### config.mk
export PLATFORM = sky130hd
export DESIGN_NAME = mqtt_publish_payload_extractor
export DESIGN_NICKNAME = d
export VERILOG_FILES = /design/src/design/mppe_pkg.sv /design/src/design/mppe_step.sv /design/src/design/mqtt_publish_payload_extractor.sv
export VERILOG_INCLUDE_DIRS = /design/src /design/src/design
export SDC_FILE = /design/constraint.sdc
export NUM_CORES = 1
export LEC_CHECK = 0
export ABC_AREA = 1
export BUFFER_PORTS_ARGS = -buffer_cell sky130_fd_sc_hd__buf_2
export CAP_MARGIN = 20
export CORE_MARGIN = 2
export CORE_UTILIZATION = 55
export CTS_BUF_LIST = sky130_fd_sc_hd__clkbuf_8
export DETAILED_ROUTE_END_ITERATION = 10
export HOLD_SLACK_MARGIN = 0.08
export PLACE_DENSITY = 0.73
export SLEW_MARGIN = 40
export SYNTH_ARGS = -nofsm -noshare
export SYNTH_HDL_FRONTEND = slang
export SYNTH_SLANG_ARGS = --single-unit
### constraint.sdc
create_clock -name clock -period 10.9 [get_ports clock]
set_input_delay 2.18 -clock clock [delete_from_list [all_inputs] [get_ports clock]]
set_output_delay 2.18 -clock clock [all_outputs]
set_load 0.05 [all_outputs]
### src/design/mqtt_publish_payload_extractor_macros.svh
// Assertion macros used by the publish payload extractor top level.
`ifndef MQTT_PUBLISH_PAYLOAD_EXTRACTOR_MACROS_SVH
`define MQTT_PUBLISH_PAYLOAD_EXTRACTOR_MACROS_SVH

`ifndef SYNTHESIS
// Same-cycle implication, disabled during reset.
`define MPPE_ASSERT_NOW(label, clk, rst, ante, cons) \
   label: assert property (@(posedge clk) disable iff (rst) (ante) |-> (cons)) \
      else $error("assertion failed");
// Next-cycle implication, disabled during reset.
`define MPPE_ASSERT_NEXT(label, clk, rst, ante, cons) \
   label: assert property (@(posedge clk) disable iff (rst) (ante) |=> (cons)) \
      else $error("assertion failed");
`else
`define MPPE_ASSERT_NOW(label, clk, rst, ante, cons)
`define MPPE_ASSERT_NEXT(label, clk, rst, ante, cons)
`endif

`endif

### src/design/mppe_pkg.sv
// Types and constants of the publish payload extractor.
`default_nettype none
package mppe_pkg;

   // Default cap on the number of payload bytes taken from one packet.
   localparam int unsigned MPPE_MAX_PAYLOAD = 128;

   // Byte codes that the parser looks for.
   localparam logic [7:0] SEPARATOR_CHAR = 8'h3A;
   localparam logic [7:0] TYPE_MASK      = 8'hF0;
   localparam logic [7:0] TYPE_PUBLISH   = 8'h30;

   // Parser phases, one-hot.
   typedef enum logic [9:0] {
      PH_SEEK       = 10'b00_0000_0001,
      PH_TYPE       = 10'b00_0000_0010,
      PH_REMLEN     = 10'b00_0000_0100,
      PH_TOPIC_HI   = 10'b00_0000_1000,
      PH_TOPIC_LO   = 10'b00_0001_0000,
      PH_TOPIC_SKIP = 10'b00_0010_0000,
      PH_PROPLEN    = 10'b00_0100_0000,
      PH_PROP_SKIP  = 10'b00_1000_0000,
      PH_PAYLOAD    = 10'b01_0000_0000,
      PH_DRAIN      = 10'b10_0000_0000
   } phase_type;

   // Parser state carried from word to word.
   typedef struct packed {
      phase_type   phase;
      logic [7:0]  remaining_length;
      logic [15:0] topic_length;
      logic [7:0]  properties_length;
      logic [15:0] skip_count;
      logic [7:0]  payload_left;
      logic [7:0]  emitted_count;
   } parse_state_type;

   // One result word, with a flag that says whether the input word made one.
   typedef struct packed {
      logic       valid;
      logic [7:0] payload_byte;
      logic       data_valid;
      logic       message_end;
      logic [7:0] message_length;
   } result_type;

   localparam parse_state_type PARSE_STATE_RESET = '{
      phase:             PH_SEEK,
      remaining_length:  8'd0,
      topic_length:      16'd0,
      properties_length: 8'd0,
      skip_count:        16'd0,
      payload_left:      8'd0,
      emitted_count:     8'd0
   };

endpackage
`default_nettype wire

### src/design/mppe_step.sv
// Next-state and result logic of the parser for one received word.
`default_nettype none
module mppe_step
   import mppe_pkg::*;
#(
   parameter int unsigned MAX_PAYLOAD = MPPE_MAX_PAYLOAD
) (
   input  parse_state_type cur_state,
   input  logic [7:0]      rx_byte,
   input  logic            buffer_end,
   output parse_state_type nxt_state,
   output result_type      result
);

   logic [7:0]  prop_len;
   logic [15:0] raw_len;
   logic [15:0] capped_len;
   logic [7:0]  hdr_left;
   logic        hdr_done;
   logic [15:0] skip_dec;
   logic [7:0]  left_dec;
   logic [7:0]  emit_inc;
   logic        pay_end;

   // Payload count from the header fields, wrapped to 16 bits and capped.
   assign prop_len   = (cur_state.phase == PH_PROPLEN) ? rx_byte : cur_state.properties_length;
   assign raw_len    = {8'd0, cur_state.remaining_length} - 16'd3
                       - cur_state.topic_length - {8'd0, prop_len};
   assign capped_len = (raw_len > 16'(MAX_PAYLOAD)) ? 16'(MAX_PAYLOAD) : raw_len;
   assign hdr_left   = capped_len[7:0];

   assign skip_dec = cur_state.skip_count - 16'd1;
   assign left_dec = cur_state.payload_left - 8'd1;
   assign emit_inc = cur_state.emitted_count + 8'd1;
   assign pay_end  = (left_dec == 8'd0) || buffer_end;

   // Phase sequencing and result generation.
   always_comb begin
      nxt_state = cur_state;
      result    = '0;
      hdr_done  = 1'b0;
      case (cur_state.phase)
         PH_TYPE: begin
            nxt_state.phase = ((rx_byte & TYPE_MASK) == TYPE_PUBLISH) ? PH_REMLEN : PH_DRAIN;
         end
         PH_REMLEN: begin
            nxt_state.remaining_length = rx_byte;
            nxt_state.phase            = PH_TOPIC_HI;
         end
         PH_TOPIC_HI: begin
            nxt_state.topic_length = {rx_byte, 8'd0};
            nxt_state.phase        = PH_TOPIC_LO;
         end
         PH_TOPIC_LO: begin
            nxt_state.topic_length = cur_state.topic_length | {8'd0, rx_byte};
            nxt_state.skip_count   = cur_state.topic_length | {8'd0, rx_byte};
            nxt_state.phase = ((cur_state.topic_length | {8'd0, rx_byte}) == 16'd0)
                              ? PH_PROPLEN : PH_TOPIC_SKIP;
         end
         PH_TOPIC_SKIP: begin
            nxt_state.skip_count = skip_dec;
            if (skip_dec == 16'd0) begin
               nxt_state.phase = PH_PROPLEN;
            end
         end
         PH_PROPLEN: begin
            nxt_state.properties_length = rx_byte;
            nxt_state.skip_count        = {8'd0, rx_byte};
            if (rx_byte == 8'd0) begin
               hdr_done = 1'b1;
            end else begin
               nxt_state.phase = PH_PROP_SKIP;
            end
         end
         PH_PROP_SKIP: begin
            nxt_state.skip_count = skip_dec;
            if (skip_dec == 16'd0) begin
               hdr_done = 1'b1;
            end
         end
         PH_PAYLOAD: begin
            nxt_state.emitted_count = emit_inc;
            nxt_state.payload_left  = left_dec;
            result.valid            = 1'b1;
            result.payload_byte     = rx_byte;
            result.data_valid       = 1'b1;
            result.message_end      = pay_end;
            result.message_length   = emit_inc;
            if (pay_end) begin
               nxt_state.phase = PH_DRAIN;
            end
         end
         PH_DRAIN: begin
            nxt_state.phase = PH_DRAIN;
         end
         default: begin
            nxt_state.phase = (rx_byte == SEPARATOR_CHAR) ? PH_TYPE : PH_SEEK;
         end
      endcase

      // The header is complete: an empty payload or a buffer end closes the message.
      if (hdr_done) begin
         nxt_state.emitted_count = 8'd0;
         nxt_state.payload_left  = hdr_left;
         if ((hdr_left == 8'd0) || buffer_end) begin
            result.valid       = 1'b1;
            result.message_end = 1'b1;
            nxt_state.phase    = PH_DRAIN;
         end else begin
            nxt_state.phase = PH_PAYLOAD;
         end
      end

      // The last word of a buffer always restarts the search.
      if (buffer_end) begin
         nxt_state.phase = PH_SEEK;
      end
   end

endmodule
`default_nettype wire

### src/design/mqtt_publish_payload_extractor.sv
// Top level of the publish payload extractor: input register, parser, result register.
// Words pass the input register and the parser; any result waits in the output register.
// Throughput: one word per cycle without stalls; only the parser lies between stages.
// A result waiting in the output register holds the input word and the parser state.
// Reset (synchronous, active high) empties both stages and returns the parser to the
// separator search with all counters and lengths cleared.
`default_nettype none
`include "mqtt_publish_payload_extractor_macros.svh"
module mqtt_publish_payload_extractor
   import mppe_pkg::*;
#(
   parameter int unsigned MAX_PAYLOAD = MPPE_MAX_PAYLOAD
) (
   input  logic       clock,
   input  logic       reset,
   input  logic       req_valid,
   output logic       req_ready,
   input  logic [7:0] req_rx_byte,
   input  logic       req_buffer_end,
   output logic       rsp_valid,
   input  logic       rsp_ready,
   output logic [7:0] rsp_payload_byte,
   output logic       rsp_data_valid,
   output logic       rsp_message_end,
   output logic [7:0] rsp_message_length
);

   logic            in_valid_ff;
   logic            in_valid_in;
   logic [7:0]      in_byte_ff;
   logic            in_last_ff;
   parse_state_type state_ff;
   parse_state_type state_in;
   result_type      step_result;
   logic            out_valid_ff;
   logic            out_valid_in;
   logic [7:0]      out_byte_ff;
   logic            out_data_valid_ff;
   logic            out_end_ff;
   logic [7:0]      out_length_ff;
   logic            advance;
   logic            req_take;

   // The input word moves on when the output register is free or being emptied.
   assign advance   = in_valid_ff && (!out_valid_ff || rsp_ready);
   assign req_ready = !in_valid_ff || advance;
   assign req_take  = req_valid && req_ready;

   mppe_step #(
      .MAX_PAYLOAD (MAX_PAYLOAD)
   ) u_step (
      .cur_state  (state_ff),
      .rx_byte    (in_byte_ff),
      .buffer_end (in_last_ff),
      .nxt_state  (state_in),
      .result     (step_result)
   );

   // Input register.
   assign in_valid_in = req_take || (in_valid_ff && !advance);

   always_ff @(posedge clock) begin
      if (reset) begin
         in_valid_ff <= 1'b0;
      end else begin
         in_valid_ff <= in_valid_in;
      end
      if (req_take) begin
         in_byte_ff <= req_rx_byte;
         in_last_ff <= req_buffer_end;
      end
   end

   // Parser state advances with each word that leaves the input register.
   always_ff @(posedge clock) begin
      if (reset) begin
         state_ff <= PARSE_STATE_RESET;
      end else if (advance) begin
         state_ff <= state_in;
      end
   end

   // Result register.
   assign out_valid_in = advance ? step_result.valid : (out_valid_ff && !rsp_ready);

   always_ff @(posedge clock) begin
      if (reset) begin
         out_valid_ff <= 1'b0;
      end else begin
         out_valid_ff <= out_valid_in;
      end
      if (advance && step_result.valid) begin
         out_byte_ff       <= step_result.payload_byte;
         out_data_valid_ff <= step_result.data_valid;
         out_end_ff        <= step_result.message_end;
         out_length_ff     <= step_result.message_length;
      end
   end

   assign rsp_valid          = out_valid_ff;
   assign rsp_payload_byte   = out_byte_ff;
   assign rsp_data_valid     = out_data_valid_ff;
   assign rsp_message_end    = out_end_ff;
   assign rsp_message_length = out_length_ff;

   // A word held behind a stalled result must block the input side.
   `MPPE_ASSERT_NOW(a_stall_blocks_input, clock, reset,
      in_valid_ff && out_valid_ff && !rsp_ready, !req_ready)
   // A result without data is an empty message end.
   `MPPE_ASSERT_NOW(a_empty_end, clock, reset,
      rsp_valid && !rsp_data_valid, rsp_message_end && (rsp_message_length == 8'd0))
   // A data result counts at least one byte and never passes the cap.
   `MPPE_ASSERT_NOW(a_length_bound, clock, reset,
      rsp_valid && rsp_data_valid,
      (rsp_message_length != 8'd0) && (rsp_message_length <= 8'(MAX_PAYLOAD)))
   // Every word leaving the parser on a buffer end sends it back to the search.
   `MPPE_ASSERT_NEXT(a_buffer_end_restart, clock, reset,
      advance && in_last_ff, state_ff.phase == PH_SEEK)

endmodule
`default_nettype wire
==> flow_metrics.env <==
export IMPL_power_leakage_nw=3.09
export IMPL_synth_simple_area_share_pct=30.2
export IMPL_final_seq_area_mm2=0.00233
export IMPL_cts_clk_slew_worst_paths_ns=0.11
export IMPL_ys_seq_area_share_pct=34.8
export IMPL_swShare_pct=29.6
export IMPL_r2r_start="state_ff[64]"
export IMPL_grt_max_degree=47
export IMPL_synth_mux_area_share_pct=0
export IMPL_cts_setup_buffers=0
export IMPL_syn_nets=980
export IMPL_h_tree_depth=3
export IMPL_antenna_cells=0
export IMPL_internal_power_mw=0.508
export IMPL_core_area_mm2=0.0120
export IMPL_cts_root_buf="clkbuf_8"
export IMPL_r2r_slack_ns=5.70
export IMPL_synth_compound_area_share_pct=13.5
export IMPL_synth_area_leaders="dfxtp_1 23%, edfxtp_1 12%, nand2_1 11%, inv_1 7.6%, nor2_1 6.3%"
export IMPL_cts_max_path_buffers=2
export IMPL_hpwl_mm=12.5
export IMPL_clk_insertion_delay_late_ns=0.39
export IMPL_ys_async_sr_fraction_pct=0
export IMPL_ctsHoldBuffers=0
export IMPL_synth_fa_ha_area_share_pct=7.62
export IMPL_final_layout_size_suffix_gt1_share_pct=10.0
export IMPL_vias=6142
export IMPL_finalHoldViolations=0
export IMPL_drt_first_pass_iters=7
export IMPL_slowest_stage="inv_1"
export IMPL_yosysTopAreaCell="dfxtp_1"
export IMPL_ys_ff_latch=103
export IMPL_synth_top_family_by_area="simple AND/OR/NAND/NOR gates"
export IMPL_area_growth_pct=6.50
export IMPL_fin_crit_sh_pct=47.7
export IMPL_vias_per_cell=5.55
export IMPL_io_pins=33
export IMPL_num_fill_cells=1128
export IMPL_netSwitchingPower_mw=0.214
export IMPL_cts_tree="done"
export IMPL_crit_top_cell="nand2_1"
export IMPL_die_w_um=114
export IMPL_required_ns=10.94
export IMPL_r2r_end="rsp_message_length[0]"
export IMPL_synth_cell_type_count=51
export IMPL_first_iter_violations=515
export IMPL_route_met2_wl_mm=7.44
export IMPL_ys_flop_type="dfxtp_1"
export IMPL_multi_input_area_mm2=0.00372
export IMPL_syn_area_mm2=0.00670
export IMPL_cts_resized=0
export IMPL_avgSynthCellArea_um2=7.20
export IMPL_min_from="state_ff[7]"
export IMPL_synth_edf_count=27
export IMPL_io_buffers=32
export IMPL_power_frac_seq_pct=55.9
export IMPL_antenna_found_initial=0
export IMPL_outcome="finished, final reports clean"
export IMPL_cts_buffers=9
export IMPL_peakVddDrop_mv=0.104
export IMPL_cp_startpoint="state_ff[64]"
export IMPL_initial_core_util_pct=56.0
export IMPL_met3_length_mm=1.02
export IMPL_start_kind="flop"
export IMPL_grt_overflow_total=0
export IMPL_powerDensity_mw_per_mm2=101
export IMPL_worstMarginPinSlew_ns=0.692
export IMPL_drt_wl_total_mm=16.3
export IMPL_critical_path_class="flop to flop"
export IMPL_synth_top_cell_area_share_pct=22.7
export IMPL_track_usage_pct=25.8
export IMPL_tns_ns=0
export IMPL_rr_worst_depth=30
export IMPL_grt_pass1_vias=5389
export IMPL_gp_congestion=0.928
export IMPL_setup_viol=0
export IMPL_slowest_delay_ns=0.50
export IMPL_hold_end="state_ff[7]"
export IMPL_ant_nets=0
export IMPL_p_comb_share_pct=10.7
export IMPL_cts_sinks=103
export IMPL_cp_end_kind="flop"
export IMPL_die_h_um=114
export IMPL_max_freq_mhz=192
export IMPL_top_layer="met4"
export IMPL_power_share_clock_pct=33.5
export IMPL_met1Wirelength_mm=7.47
export IMPL_maxCapViolCount=0
export IMPL_synth_xor_area_share_pct=4.16
export IMPL_drc=0
export IMPL_rsz0062_at_grt="false"
export IMPL_holdPathStages=2
export IMPL_post_drt_wl_per_cell_um=14.7
export IMPL_final_nets=1004
export IMPL_cp_max_fo=18
export IMPL_die_area_mm2=0.0131
export IMPL_grt_first_pass_wirelength_mm=26.6
export IMPL_ys_warn_count=0
export IMPL_slew_violations=0
export IMPL_arrival_ns=5.24
export IMPL_fin_util_pct=59.7
export IMPL_syn_inst=931
export IMPL_hold_path_class="flop to flop"
export IMPL_min_period_ns=5.20
export IMPL_max_slew_margin_pct=53.7
export IMPL_worst_clock_skew_ns=0.00797
export IMPL_std_cell_rows=40
==> power groups by stage <==
stage	clock [mW]	combinational (mW)	sequential (mW)
after floorplan	0	0.0580	0.409
after global placement	0	0.0760	0.412
after detailed placement	0	0.0759	0.412
after CTS	0.245	0.0762	0.403
after global routing	0.261	0.0868	0.404
final	0.242	0.0770	0.403
==> flip-flops by register name (all words and copies together), names as in the netlist <==
register            count
rsp_payload_byte        8
rsp_message_end         1
state_ff               74
in_valid_ff             1
rsp_valid               1
in_last_ff              1
rsp_data_valid          1
in_byte_ff              8
rsp_message_length      8
==> worst max path at each step <==
stage	endpoint	slack, ns	cells after the start
3_3_place_gp	rsp_message_length[0]	5.81	30
3_5_place_dp	rsp_message_length[0]	5.70	29
6_report	rsp_message_length[0]	5.70	30
5_1_grt	rsp_message_length[4]	5.04	30
4_1_cts	rsp_message_length[0]	5.68	29
2_1_floorplan	req_ready	6.08	2
==> cell usage after synthesis (all sizes together), types with 7 or more instances <==
master and count:
buf 9, o21ai 38, nand2 196, nand4 21
dfxtp 76, inv 141, nor3 26, fa 8
o211ai 7, a211oi 26, xnor2 13, nor2 124
clkbuf 12, edfxtp 27, a21oi 59, nand3 64
xor2 18, ha 28
==> cells by family after synthesis <==
kind of cell,Yosys count
xor gates and xnor gates,31
and+or+nand+nor,447
adders and majority gates,36
DFF,103
AOI/OAI and AO/OA,150
buffers and inverters,164
==> critical path: cells and delay by family, from the launching register on <==
| kind | cells | cell delay [ns] |
|---|---|---|
| AND/OR/NAND/NOR | 22 | 2.55 |
| buffers and inverters | 5 | 0.98 |
| adder cells (fa/ha/maj) | 2 | 0.84 |
| flip-flops | 1 | 0.35 |
| AO/OA/AOI/OAI | 1 | 0.12 |
==> per-layer routing <==
layer  GRT usage [%]  vias to the layer above
met3            4.24                       32
met2            41.3                      202
met4            9.11                        0
li1                -                     3134
met1            35.2                     2774
met5               0                        -
==> cells in the final DEF, fill, tap and decap left out, types with 7 or more instances in the layout <==
master,netlist,layout
ha_1,28,28
nand4_1,19,19
dfxtp_1,76,76
o21ai_0,33,33
buf_2,5,32
xor2_1,17,17
xnor2_1,13,13
inv_1,136,135
a211oi_1,24,24
nand2_1,188,188
nor3_1,20,20
inv_2,5,7
fa_1,8,8
nor2_1,112,111
edfxtp_1,27,27
clkbuf_8,0,9
a21oi_1,59,59
nor2_2,10,11
nand3_1,64,64
==> stage by stage <==
step	std cells	hold WS (ns)	worst slack, ns	power, mW	cell area [µm²]
floorplan	931	0.452	6.08	0.467	6700
global placement	1091	0.461	5.81	0.488	6950
CTS	1107	0.485	5.68	0.724	7140
global route	1107	0.515	5.04	0.752	7140
detailed placement	1091	0.468	5.70	0.488	6950
finish	1107	0.484	5.70	0.722	7140
==> area by class of cell <==
class | count | share of cell area (%)
clock inverters | 7 | 0.912
clock buffers | 9 | 1.74
multi-input cells | 664 | 52.1
flip-flops and latches | 103 | 32.7
inverters | 143 | 7.54
well taps | 147 | 2.58
repair buffers | 34 | 2.45
(Power assumes the default switching activity.)
